--- src/sv/s2cd_pkg.sv ---
// ----------------------------------------------------------------------------
// s2cd_pkg
// Types, constants and helpers shared by the seconds-to-date converter.
// ----------------------------------------------------------------------------
package s2cd_pkg;

  localparam int unsigned BASE_YEAR   = 1900;
  localparam int unsigned LEAP_DAYS   = 366;
  localparam int unsigned COMMON_DAYS = 365;
  localparam int unsigned DIV_STEPS   = 2;  // reciprocal multiply, then quotient/remainder
  localparam int unsigned CNT_W       = $clog2(DIV_STEPS);
  localparam logic [5:0]  SECS_PER_MIN  = 6'd60;
  localparam logic [5:0]  MINS_PER_HOUR = 6'd60;
  localparam logic [5:0]  HOURS_PER_DAY = 6'd24;
  // ceil(2^37 / 60) and ceil(2^36 / 24): exact for any 32-bit dividend
  localparam logic [31:0] RECIP_60    = 32'h8888_8889;
  localparam logic [31:0] RECIP_24    = 32'hAAAA_AAAB;
  localparam logic [3:0]  MONTH_LAST  = 4'd11;
  // 1900 mod 4, mod 100, mod 400
  localparam logic [1:0]  BASE_MOD4   = 2'd0;
  localparam logic [6:0]  BASE_MOD100 = 7'd0;
  localparam logic [8:0]  BASE_MOD400 = 9'd300;

  typedef struct packed {
    logic [31:0]        ntp_seconds;
    logic signed [15:0] offset_minutes;
  } s2cd_in_t;

  typedef struct packed {
    logic [10:0] year;
    logic [3:0]  month;
    logic [4:0]  day;
    logic [4:0]  hour;
    logic [5:0]  minute;
    logic [5:0]  second;
  } s2cd_out_t;

  typedef enum logic [1:0] {
    DIV_SEC,
    DIV_MIN,
    DIV_HOUR
  } s2cd_div_sel_t;

  typedef enum logic [2:0] {
    ST_IDLE,
    ST_ADD,
    ST_DIV_SEC,
    ST_DIV_MIN,
    ST_DIV_HOUR,
    ST_YEAR,
    ST_MONTH,
    ST_DONE
  } s2cd_state_t;

  typedef struct packed {
    logic          load;
    logic          add;
    logic          div_step;
    logic          div_last;
    s2cd_div_sel_t div_sel;
    logic          year_step;
    logic          month_step;
  } s2cd_cmd_t;

  typedef struct packed {
    logic year_more;   // day count still covers the current year
    logic month_stop;  // day falls inside current month, or month is December
  } s2cd_sts_t;

  function automatic logic [4:0] month_days(input logic [3:0] m, input logic leap);
    logic [4:0] d;
    begin
      unique case (m)
        4'd0:    d = 5'd31;
        4'd1:    d = leap ? 5'd29 : 5'd28;
        4'd2:    d = 5'd31;
        4'd3:    d = 5'd30;
        4'd4:    d = 5'd31;
        4'd5:    d = 5'd30;
        4'd6:    d = 5'd31;
        4'd7:    d = 5'd31;
        4'd8:    d = 5'd30;
        4'd9:    d = 5'd31;
        4'd10:   d = 5'd30;
        4'd11:   d = 5'd31;
        default: d = 5'd31;
      endcase
      return d;
    end
  endfunction

endpackage

--- src/sv/s2cd_ctrl.sv ---
// ----------------------------------------------------------------------------
// s2cd_ctrl
// Sequencer: offset add, three constant divisions, year walk, month walk.
// ----------------------------------------------------------------------------
module s2cd_ctrl
  import s2cd_pkg::*;
(
  input  logic      clk,
  input  logic      rst_n,
  input  logic      start,
  output logic      busy,
  output logic      out_valid,
  output s2cd_cmd_t cmd,
  input  s2cd_sts_t sts
);

  s2cd_state_t      state_r, state_nxt;
  logic [CNT_W-1:0] cnt_r, cnt_nxt;
  logic             last;

  assign last = (cnt_r == CNT_W'(DIV_STEPS - 1));

  always_ff @(posedge clk) begin
    if (!rst_n) begin
      state_r <= ST_IDLE;
      cnt_r   <= '0;
    end else begin
      state_r <= state_nxt;
      cnt_r   <= cnt_nxt;
    end
  end

  always_comb begin
    state_nxt      = state_r;
    cnt_nxt        = cnt_r;
    cmd            = '0;
    cmd.div_sel    = DIV_SEC;
    busy           = 1'b1;
    out_valid      = 1'b0;
    unique case (state_r)
      ST_IDLE: begin
        busy = 1'b0;
        if (start) begin
          cmd.load  = 1'b1;
          state_nxt = ST_ADD;
        end
      end
      ST_ADD: begin
        cmd.add   = 1'b1;
        cnt_nxt   = '0;
        state_nxt = ST_DIV_SEC;
      end
      ST_DIV_SEC, ST_DIV_MIN, ST_DIV_HOUR: begin
        cmd.div_step = 1'b1;
        cmd.div_last = last;
        cmd.div_sel  = (state_r == ST_DIV_SEC) ? DIV_SEC :
                       (state_r == ST_DIV_MIN) ? DIV_MIN : DIV_HOUR;
        cnt_nxt      = cnt_r + 1'b1;
        if (last) begin
          cnt_nxt   = '0;
          state_nxt = (state_r == ST_DIV_SEC) ? ST_DIV_MIN :
                      (state_r == ST_DIV_MIN) ? ST_DIV_HOUR : ST_YEAR;
        end
      end
      ST_YEAR: begin
        cmd.year_step = 1'b1;
        if (!sts.year_more) state_nxt = ST_MONTH;
      end
      ST_MONTH: begin
        cmd.month_step = 1'b1;
        if (sts.month_stop) state_nxt = ST_DONE;
      end
      ST_DONE: begin
        out_valid = 1'b1;
        state_nxt = ST_IDLE;
      end
      default: state_nxt = ST_IDLE;
    endcase
  end

endmodule

--- src/sv/s2cd_dp.sv ---
// ----------------------------------------------------------------------------
// s2cd_dp
// Datapath: offset adder, reciprocal constant divider, year and month counters.
// ----------------------------------------------------------------------------
module s2cd_dp
  import s2cd_pkg::*;
(
  input  logic      clk,
  input  s2cd_in_t  in_data,
  input  s2cd_cmd_t cmd,
  output s2cd_sts_t sts,
  output s2cd_out_t out_data
);

  logic [31:0]        secs_r;
  logic signed [15:0] off_r;
  logic [31:0]        acc_r;   // dividend in, quotient out
  logic [63:0]        prod_r;  // dividend times reciprocal
  logic [5:0]         sec_r, min_r;
  logic [4:0]         hour_r;
  logic [15:0]        days_r;
  logic [10:0]        year_r;
  logic [1:0]         y4_r;
  logic [6:0]         y100_r;
  logic [8:0]         y400_r;
  logic [3:0]         month_r;

  logic signed [21:0] off_secs;
  logic [31:0]        total;
  logic [5:0]         dvs;
  logic [31:0]        recip;
  logic [31:0]        quo;
  logic [5:0]         rem_nxt;
  logic               leap;
  logic [8:0]         ylen;
  logic [4:0]         mlen;

  assign off_secs = off_r * $signed(7'sd60);
  assign total    = secs_r + {{10{off_secs[21]}}, off_secs};

  always_comb begin
    unique case (cmd.div_sel)
      DIV_SEC: begin
        dvs   = SECS_PER_MIN;
        recip = RECIP_60;
      end
      DIV_MIN: begin
        dvs   = MINS_PER_HOUR;
        recip = RECIP_60;
      end
      DIV_HOUR: begin
        dvs   = HOURS_PER_DAY;
        recip = RECIP_24;
      end
      default: begin
        dvs   = SECS_PER_MIN;
        recip = RECIP_60;
      end
    endcase
  end

  // quotient is the top of the product; remainder only needs the low six bits
  assign quo     = (cmd.div_sel == DIV_HOUR) ? {4'd0, prod_r[63:36]} : {5'd0, prod_r[63:37]};
  assign rem_nxt = acc_r[5:0] - 6'(quo[5:0] * dvs);

  assign leap     = (y4_r == 2'd0) && ((y100_r != 7'd0) || (y400_r == 9'd0));
  assign ylen     = leap ? 9'(LEAP_DAYS) : 9'(COMMON_DAYS);
  assign mlen     = month_days(month_r, leap);
  assign sts.year_more  = (days_r >= {7'd0, ylen});
  assign sts.month_stop = (days_r < {11'd0, mlen}) || (month_r == MONTH_LAST);

  always_ff @(posedge clk) begin
    if (cmd.load) begin
      secs_r  <= in_data.ntp_seconds;
      off_r   <= in_data.offset_minutes;
      year_r  <= 11'(BASE_YEAR);
      y4_r    <= BASE_MOD4;
      y100_r  <= BASE_MOD100;
      y400_r  <= BASE_MOD400;
      month_r <= '0;
    end
    if (cmd.add) begin
      acc_r <= total;
    end
    if (cmd.div_step) begin
      if (!cmd.div_last) begin
        prod_r <= acc_r * recip;
      end else begin
        acc_r <= quo;
        unique case (cmd.div_sel)
          DIV_SEC:  sec_r  <= rem_nxt;
          DIV_MIN:  min_r  <= rem_nxt;
          DIV_HOUR: begin
            hour_r <= rem_nxt[4:0];
            days_r <= quo[15:0];
          end
          default:  sec_r  <= rem_nxt;
        endcase
      end
    end
    if (cmd.year_step && sts.year_more) begin
      days_r <= days_r - {7'd0, ylen};
      year_r <= year_r + 1'b1;
      y4_r   <= y4_r + 1'b1;
      y100_r <= (y100_r == 7'd99)  ? 7'd0 : y100_r + 1'b1;
      y400_r <= (y400_r == 9'd399) ? 9'd0 : y400_r + 1'b1;
    end
    if (cmd.month_step && !sts.month_stop) begin
      days_r  <= days_r - {11'd0, mlen};
      month_r <= month_r + 1'b1;
    end
  end

  assign out_data.year   = year_r;
  assign out_data.month  = month_r + 1'b1;
  assign out_data.day    = days_r[4:0] + 1'b1;
  assign out_data.hour   = hour_r;
  assign out_data.minute = min_r;
  assign out_data.second = sec_r;

endmodule

--- src/sv/seconds_to_calendar_date.sv ---
// ----------------------------------------------------------------------------
// seconds_to_calendar_date
// Seconds since 1900 plus local offset -> Gregorian date and time of day.
// ----------------------------------------------------------------------------
//  channel | ports                     | handshake
//  --------+---------------------------+---------------------------------
//  input   | start, busy, in_data      | beat taken when start && !busy
//  result  | out_valid, out_data       | one-cycle strobe, no backpressure
//
//  Each of the three divisions is a reciprocal multiply followed by a
//  quotient and remainder step, then the year and month walks subtract one
//  unit per cycle. busy is low only while the sequencer is idle and high
//  through the result strobe; one beat at a time. Synchronous active-low
//  reset returns the sequencer to idle.
// ----------------------------------------------------------------------------
module seconds_to_calendar_date
  import s2cd_pkg::*;
(
  input  logic      clk,
  input  logic      rst_n,
  input  logic      start,
  output logic      busy,
  input  s2cd_in_t  in_data,
  output logic      out_valid,
  output s2cd_out_t out_data
);

  s2cd_cmd_t cmd;
  s2cd_sts_t sts;

  s2cd_ctrl u_ctrl (
    .clk       (clk),
    .rst_n     (rst_n),
    .start     (start),
    .busy      (busy),
    .out_valid (out_valid),
    .cmd       (cmd),
    .sts       (sts)
  );

  s2cd_dp u_dp (
    .clk      (clk),
    .in_data  (in_data),
    .cmd      (cmd),
    .sts      (sts),
    .out_data (out_data)
  );

endmodule
--- config.mk ---
export PLATFORM = sky130hd
export DESIGN_NAME = seconds_to_calendar_date
export DESIGN_NICKNAME = d
export VERILOG_FILES = /design/src/sv/s2cd_pkg.sv /design/src/sv/s2cd_ctrl.sv /design/src/sv/s2cd_dp.sv /design/src/sv/seconds_to_calendar_date.sv
export SDC_FILE = /design/constraint.sdc
export NUM_CORES = 2
export LEC_CHECK = 0
export BUFFER_PORTS_ARGS = -buffer_cell sky130_fd_sc_hd__buf_2
export CAP_MARGIN = 20
export CORE_MARGIN = 2
export CORE_UTILIZATION = 40
export CTS_CLUSTER_SIZE = 25
export DETAILED_ROUTE_END_ITERATION = 8
export PLACE_DENSITY_LB_ADDON = 0.2
export SLEW_MARGIN = 20
export SYNTH_ARGS = -nofsm -noshare
export SYNTH_HDL_FRONTEND = slang
export SYNTH_SLANG_ARGS = --single-unit
--- constraint.sdc ---
create_clock -name clk -period 9.4 [get_ports clk]
set_input_delay 0.47 -clock clk [delete_from_list [all_inputs] [get_ports clk]]
set_output_delay 0.47 -clock clk [all_outputs]
set_load 0.01 [all_outputs]
======== Word level (Yosys, flattened, before mapping) ========
Index checks and enable logic that the tools add are counted.
operators by class
  add/sub/neg operators ................... 11
  multiply operators ...................... 3
  order comparisons ....................... 2
  equality and inequality tests ........... 21
  multiplexer cells ....................... 45
  bitwise logic cells ..................... 2
  reduce and logical (&&, ||, !) cells .... 25
operators with widths
  operator                                            count
  two-way mux 32 bit                                  3
  two-way mux 16 bit                                  5
  multiplier 32 x 32 -> 64 bit                        1
  adder 32 bit                                        1
  two-way mux 30 bit                                  1
  two-way mux 28 bit                                  1
  two-way mux 9 bit                                   3
  two-way mux 11 bit                                  2
  two-way mux 7 bit                                   3
  multiplier 16 x 5 -> 20 bit, second input constant  1
  case mux 3 bit (6 select lines)                     1
  greater-or-equal comparator 16 x 9 -> 1 bit         1
  < comparator 16 x 5 -> 1 bit                        1
  subtractor 16 x 5 -> 16 bit                         1
  subtractor 16 x 9 -> 16 bit                         1
  two-way mux 3 bit                                   5
  equality test 3 bit, second input constant          4
  equality test 4 bit, second input constant          3
  two-way mux 4 bit                                   3
  AND reduction 3 bit                                 4
  adder 11 x 1 -> 11 bit, second input constant       1
  two-way mux 1 bit                                   10
  two-way mux 2 bit                                   5
  case mux 5 bit (2 select lines)                     1
  other kinds (36)                                    47
word-level totals
  register bits after elaboration ......... 214
  input bits .............................. 51
  output and inout port bits .............. 39
  word-level logic and storage cells ...... 124

======== Logic depth before layout (Yosys ltp) ========
  depth in word-level cells ............... 11
  gate-level depth with buffers ........... 35

======== By module ========
Synthesis repeated with hierarchy kept, for this count alone.
unflattened totals
  cell total of the unflattened synthesis .. 2905
  area, all modules ....................... 28965.3 µm²
by module, submodules not included
  module     times used  cells an instance  area each (µm²)  seq. area each (µm²)
  s2cd_dp    1           2862               28631.2          4904.7
  s2cd_ctrl  1           43                 334.1            80.1

======== Least setup slack after synthesis ========
OpenSTA, ideal clock, no wires.
  kind .................................... reg2reg
  start point ............................. register u_ctrl.state_r[0]
  end point ............................... register u_dp.prod_r[54], data pin
  setup time .............................. 265 ps
  arrival time ............................ 8067 ps
  data required time ...................... 9135 ps
  path slack .............................. 1068 ps
  stages on the path, launching flop included .. 34
  cell sequence ........................... dfxtp_1 buf_2 nor3b_2 buf_2 buf_2 buf_2 buf_1 clkbuf_1 nand2_1 inv_1 ha_1 inv_1 fa_1 fa_1 fa_1 inv_1 fa_1 fa_1 fa_1 inv_1 fa_1 inv_1 ha_1 a21o_1 a21oi_1 o21ai_0 a21oi_1 o221ai_1 a221o_1 a21oi_1 o221ai_1 a31oi_1 o21ai_0 xor2_1
on the way
  cells in the longest elaborated chain, start to end .. 7
ends and longest elaborated chain
  element                           RTL line                          text
  from (decl)                       s2cd_ctrl.sv:17                   s2cd_state_t state_r, state_nxt;
  from (signal assigned)            s2cd_ctrl.sv:28                   state_r <= state_nxt;
  equality test 3 x 2 -> 1 bit      s2cd_ctrl.sv:40, s2cd_ctrl.sv:57
  two-way mux 2 bit                 s2cd_ctrl.sv:57                   (state_r == ST_DIV_MIN) ? DIV_MIN : DIV_HOUR;
  two-way mux 2 bit                 s2cd_ctrl.sv:56                   cmd.div_sel = (state_r == ST_DIV_SEC) ? DIV_SEC :
  two-way mux 4 bit (*)             s2cd_ctrl.sv:40                   unique case (state_r)
  equality test 2 bit (*)           s2cd_dp.sv:42                     unique case (cmd.div_sel)
  two-way mux 30 bit (*)            s2cd_dp.sv:42
  multiplier 32 x 32 -> 64 bit (*)  s2cd_dp.sv:87                     prod_r <= acc_r * recip;
  to (signal assigned)              s2cd_dp.sv:87
  to (decl)                         s2cd_dp.sv:18                     logic [63:0] prod_r;
Every way passes the cells marked *; elsewhere a longest branch is shown, timed or not.
A chain may end at the register's enable or synchronous reset.

======== Final worst setup path ========
  start point ............................. register u_ctrl.state_r[2]
  end point ............................... register u_dp.prod_r[54], data pin
Same word-level chain as after synthesis.

==> metrics list <==
* Result of the run: finished clean
- Chip Height: roughly 270 um
- Number of setup violations in the final report: 0
* Count of different cell masters after synthesis: 74
* Final clock period utilization by the worst path: between 90% and 100%
- The largest single stage delay on the critical path is around 630 ps.
- The cell that appears most often on the critical path is sky130_fd_sc_hd__fa_1.
- Across all layers, the routed design uses about 20000 vias.
* Total wirelength of the detailed-routed design: about 83000 um
- Worst setup SP type: register
* Global routing met1 resource utilization: about a third
- The synthesized design contains around 140 enable-type register cells.
* Destination of the worst hold path: u_dp.secs_r[27]
- In this run the remaining antenna-violating nets after routing total 0.
* Max-cap violations: 0
* Final critical path time including I/O delays and setup: approximately 9000 ps
- Data required time at the worst endpoint: between 9000 and 10000 ps
* Most congested layer reported by global routing: met2
* Drt initial violations: between 1000 and 1500
- For met2 alone, demand over resource in global routing was a little under two fifths.
* Post-CTS Resized: 0
* Maximum fanout encountered on the critical timing path: 30
* Timing-limited maximum frequency: 114 MHz
- In this run the critical register-to-register path is captured at u_dp.prod_r[54].
* Headroom to the max-slew limit: a little under two fifths
* Ys Warns: 0
- Die area: roughly 74000 sq um
- The first global-routing pass estimated around 130000 um of wire.
- Clock latency on the worst-skew pair, taken at its later pin, is roughly 460 ps.
- For this configuration, the core starts out at a cell density of roughly 40%.
* Io pins: 90
- The die is between 200 and 300 um wide.
- Setup slack on the worst flop-to-flop path: 620 ps
- Largest net degree at the start of global routing: 49
- Number of detailed-route iterations in the first pass: 6
- Tot GR Track Use: between 20% and 30%
* Startpoint of the most critical hold path: in_data[43]
* Count of clock tree sinks: 178
* Wirelength per Cell: around 21 um
* Hold WC Path Type: primary input to register
- The top cell types in the final layout, fill and taps aside, are sky130_fd_sc_hd__inv_1, sky130_fd_sc_hd__ha_1, sky130_fd_sc_hd__fa_1, sky130_fd_sc_hd__nand2_1, sky130_fd_sc_hd__edfxtp_1.
* WP depth: 31
- On the critical path, the stage with the largest delay is an instance of sky130_fd_sc_hd__fa_1.
* Syn Nets: roughly 3900
- Detail-routed via count per cell: 5.07
- After detailed routing, the number of remaining DRC violations is 0.
* Yosys reg bits: approximately 180
* Register-to-Register Path Depth: 31
* Cell Area, Synth: between 20000 and 30000 sq um
- Class of the most critical setup path: register to register
- Input/output buffers: between 80 and 90
- The wire-length estimate of the detail-placed layout is 72500 um.
* Total count of hold-check failures in the final report: 0
* Max-slew violations: 0
- Primary flip-flop cell chosen by synthesis mapping: sky130_fd_sc_hd__edfxtp_1
- Number of buffers created by CTS: 17
* Count of buffering cells on the critical path with inverters included: 7
- The worst register-to-register path begins at u_ctrl.state_r[2].
* Gr ovfl total: 0
- In the final layout, the share of cells above drive strength 1 is 6.75%.
- Setup skew after layout: 10.3 ps
- Post-synthesis cell count: 2942
* Synthesis-to-layout area growth: 8.17%
- At the end of routability-driven placement, the weighted congestion stood at around 1.
* Number of buffers inserted to repair setup after CTS: 0
- Number of cells on the worst hold path: 1
* Setup repair after global routing missed its margin: no
- Arrival time worst endpoint: about 9000 ps
- The via count of the first global-routing pass came to 21149.
- TritonCTS clock tree: built
- The total area inside the core boundary comes to 71400 sq um.
- CTS H-tree lvls: 4
* Worst-margin pin slew: approximately 950 ps
* Antenna violations before repair: 1
- Buffer depth of the longest clock path: 2
* Final #Nets: 3960
* Sum of negative setup slack: 0 ps
* Cts hold-fix bufs: 0
* Floorplan row count: 98
- Proportion of synthesized chip area in sequential cells: between 10% and 20%
- Commonest non-fill, non-tap cell in the layout: sky130_fd_sc_hd__inv_1
- Post-synthesis average cell area: 9.77 sq um
- Global routing consumed, on the met3 layer, 3.64% of the routing resources.
- Crit end category: register
- Clock transition at path regs: ~70 ps
* Proportion of synthesized flip-flops having asynchronous set or reset: 0%
* Family with the most delay on the worst path: adder cells
- Clock tree synthesis selected as its root buffer the cell sky130_fd_sc_hd__clkbuf_16.
## worst reg2reg max path, delay by kind of cell, from the launching register on
family | cells | cell delay, ps
fa+ha+maj | 8 | 3700
compound gates | 10 | 2030
simple gates | 5 | 1150
buf+inv | 7 | 950
flops | 1 | 560
xor+xnor | 1 | 150
## sequential cells by signal, indices dropped and copies added (netlist names), 3 cells and up
name,cells
u_dp.y100_r,7
u_dp.prod_r,28
u_dp.min_r,6
u_dp.secs_r,32
u_dp.year_r,11
u_dp.days_r,16
u_dp.month_r,4
u_dp.y400_r,9
u_ctrl.state_r,3
u_dp.hour_r,5
u_dp.sec_r,6
u_dp.off_r,16
u_dp.acc_r,32
## how the worst max path moves through the flow
stage	endpoint	slack (ps)	startpoint
after global routing	u_dp.prod_r[54]	160	u_ctrl.state_r[2]
after floorplan	u_dp.prod_r[54]	1070	u_ctrl.state_r[0]
final	u_dp.prod_r[54]	620	u_ctrl.state_r[2]
after CTS	u_dp.prod_r[49]	730	u_ctrl.state_r[0]
after global placement	u_dp.prod_r[62]	840	u_ctrl.state_r[0]
after detailed placement	u_dp.prod_r[49]	770	u_ctrl.state_r[0]
## Yosys cell counts (8+ instances only)
cell type | count | area share (%)
sky130_fd_sc_hd__a211oi_1 | 24 | 0.63
sky130_fd_sc_hd__a21o_1 | 54 | 1.4
sky130_fd_sc_hd__a21oi_1 | 134 | 2.3
sky130_fd_sc_hd__a31oi_1 | 19 | 0.41
sky130_fd_sc_hd__and2_1 | 15 | 0.33
sky130_fd_sc_hd__and3_1 | 19 | 0.41
sky130_fd_sc_hd__buf_2 | 12 | 0.21
sky130_fd_sc_hd__clkbuf_1 | 45 | 0.59
sky130_fd_sc_hd__dfxtp_1 | 36 | 2.5
sky130_fd_sc_hd__edfxtp_1 | 142 | 15
sky130_fd_sc_hd__fa_1 | 418 | 29
sky130_fd_sc_hd__ha_1 | 454 | 20
sky130_fd_sc_hd__inv_1 | 764 | 10
sky130_fd_sc_hd__mux2i_1 | 17 | 0.59
sky130_fd_sc_hd__nand2_1 | 158 | 2.1
sky130_fd_sc_hd__nand2b_1 | 16 | 0.35
sky130_fd_sc_hd__nand3_1 | 42 | 0.73
sky130_fd_sc_hd__nand4_1 | 28 | 0.61
sky130_fd_sc_hd__nor2_1 | 124 | 1.6
sky130_fd_sc_hd__nor2b_1 | 19 | 0.41
sky130_fd_sc_hd__nor3_1 | 13 | 0.23
sky130_fd_sc_hd__nor4_1 | 8 | 0.17
sky130_fd_sc_hd__o211ai_1 | 10 | 0.26
sky130_fd_sc_hd__o21a_1 | 10 | 0.26
sky130_fd_sc_hd__o21ai_0 | 54 | 0.94
sky130_fd_sc_hd__or2_2 | 10 | 0.22
sky130_fd_sc_hd__xnor2_1 | 123 | 3.7
sky130_fd_sc_hd__xor2_1 | 69 | 2.1
## per-stage QoR
step	instance area [sq um]	worst slack, ps	util (%)	hold WS, ps	std cells
finish	31100	624	43.6	190	4001
global route	31100	163	43.6	174	4001
CTS	31100	728	43.6	166	4000
detailed placement	30500	770	42.7	497	3968
global placement	30500	836	42.7	487	3968
floorplan	28700	1070	-	461	2942
## logic make-up (layout without fill, tap and decap cells)
| family | count (synthesis) | after routing | share of synthesized area (%) |
|---|---|---|---|
| AOI/OAI and AO/OA | 381 | 381 | 8.66 |
| xor gates and xnor gates | 192 | 192 | 5.85 |
| adders and majority gates | 872 | 872 | 48.9 |
| buffers and inverters | 828 | 936 | 10.9 |
| DFF | 178 | 178 | 17.3 |
| muxes | 18 | 18 | 0.631 |
| other | 0 | 1 | 0 |
| and+or+nand+nor | 473 | 473 | 7.73 |
## per-layer routing
metal	vias up	part of all wire (%)	wire length (um)
met1	10151	46	37900
met4	0	2.7	2200
li1	9564	-	-
met5	-	0	0
met3	81	5.4	4480
met2	488	46	38100
## cell type report
| cell class | instances | area, sq um |
|---|---|---|
| repair buffers | 138 | 813 |
| diodes | 1 | 2.50 |
| inverters | 766 | 2880 |
| well taps | 950 | 1190 |
| clock buffers | 19 | 433 |
| fillers | 7021 | 40300 |
| flip-flops and latches | 178 | 4980 |
| multi-input cells | 1936 | 20600 |
| clock inverters | 13 | 148 |
Power is not shown: default switching activity piles up to over one toggle a cycle in this logic, so the estimate is an artifact.
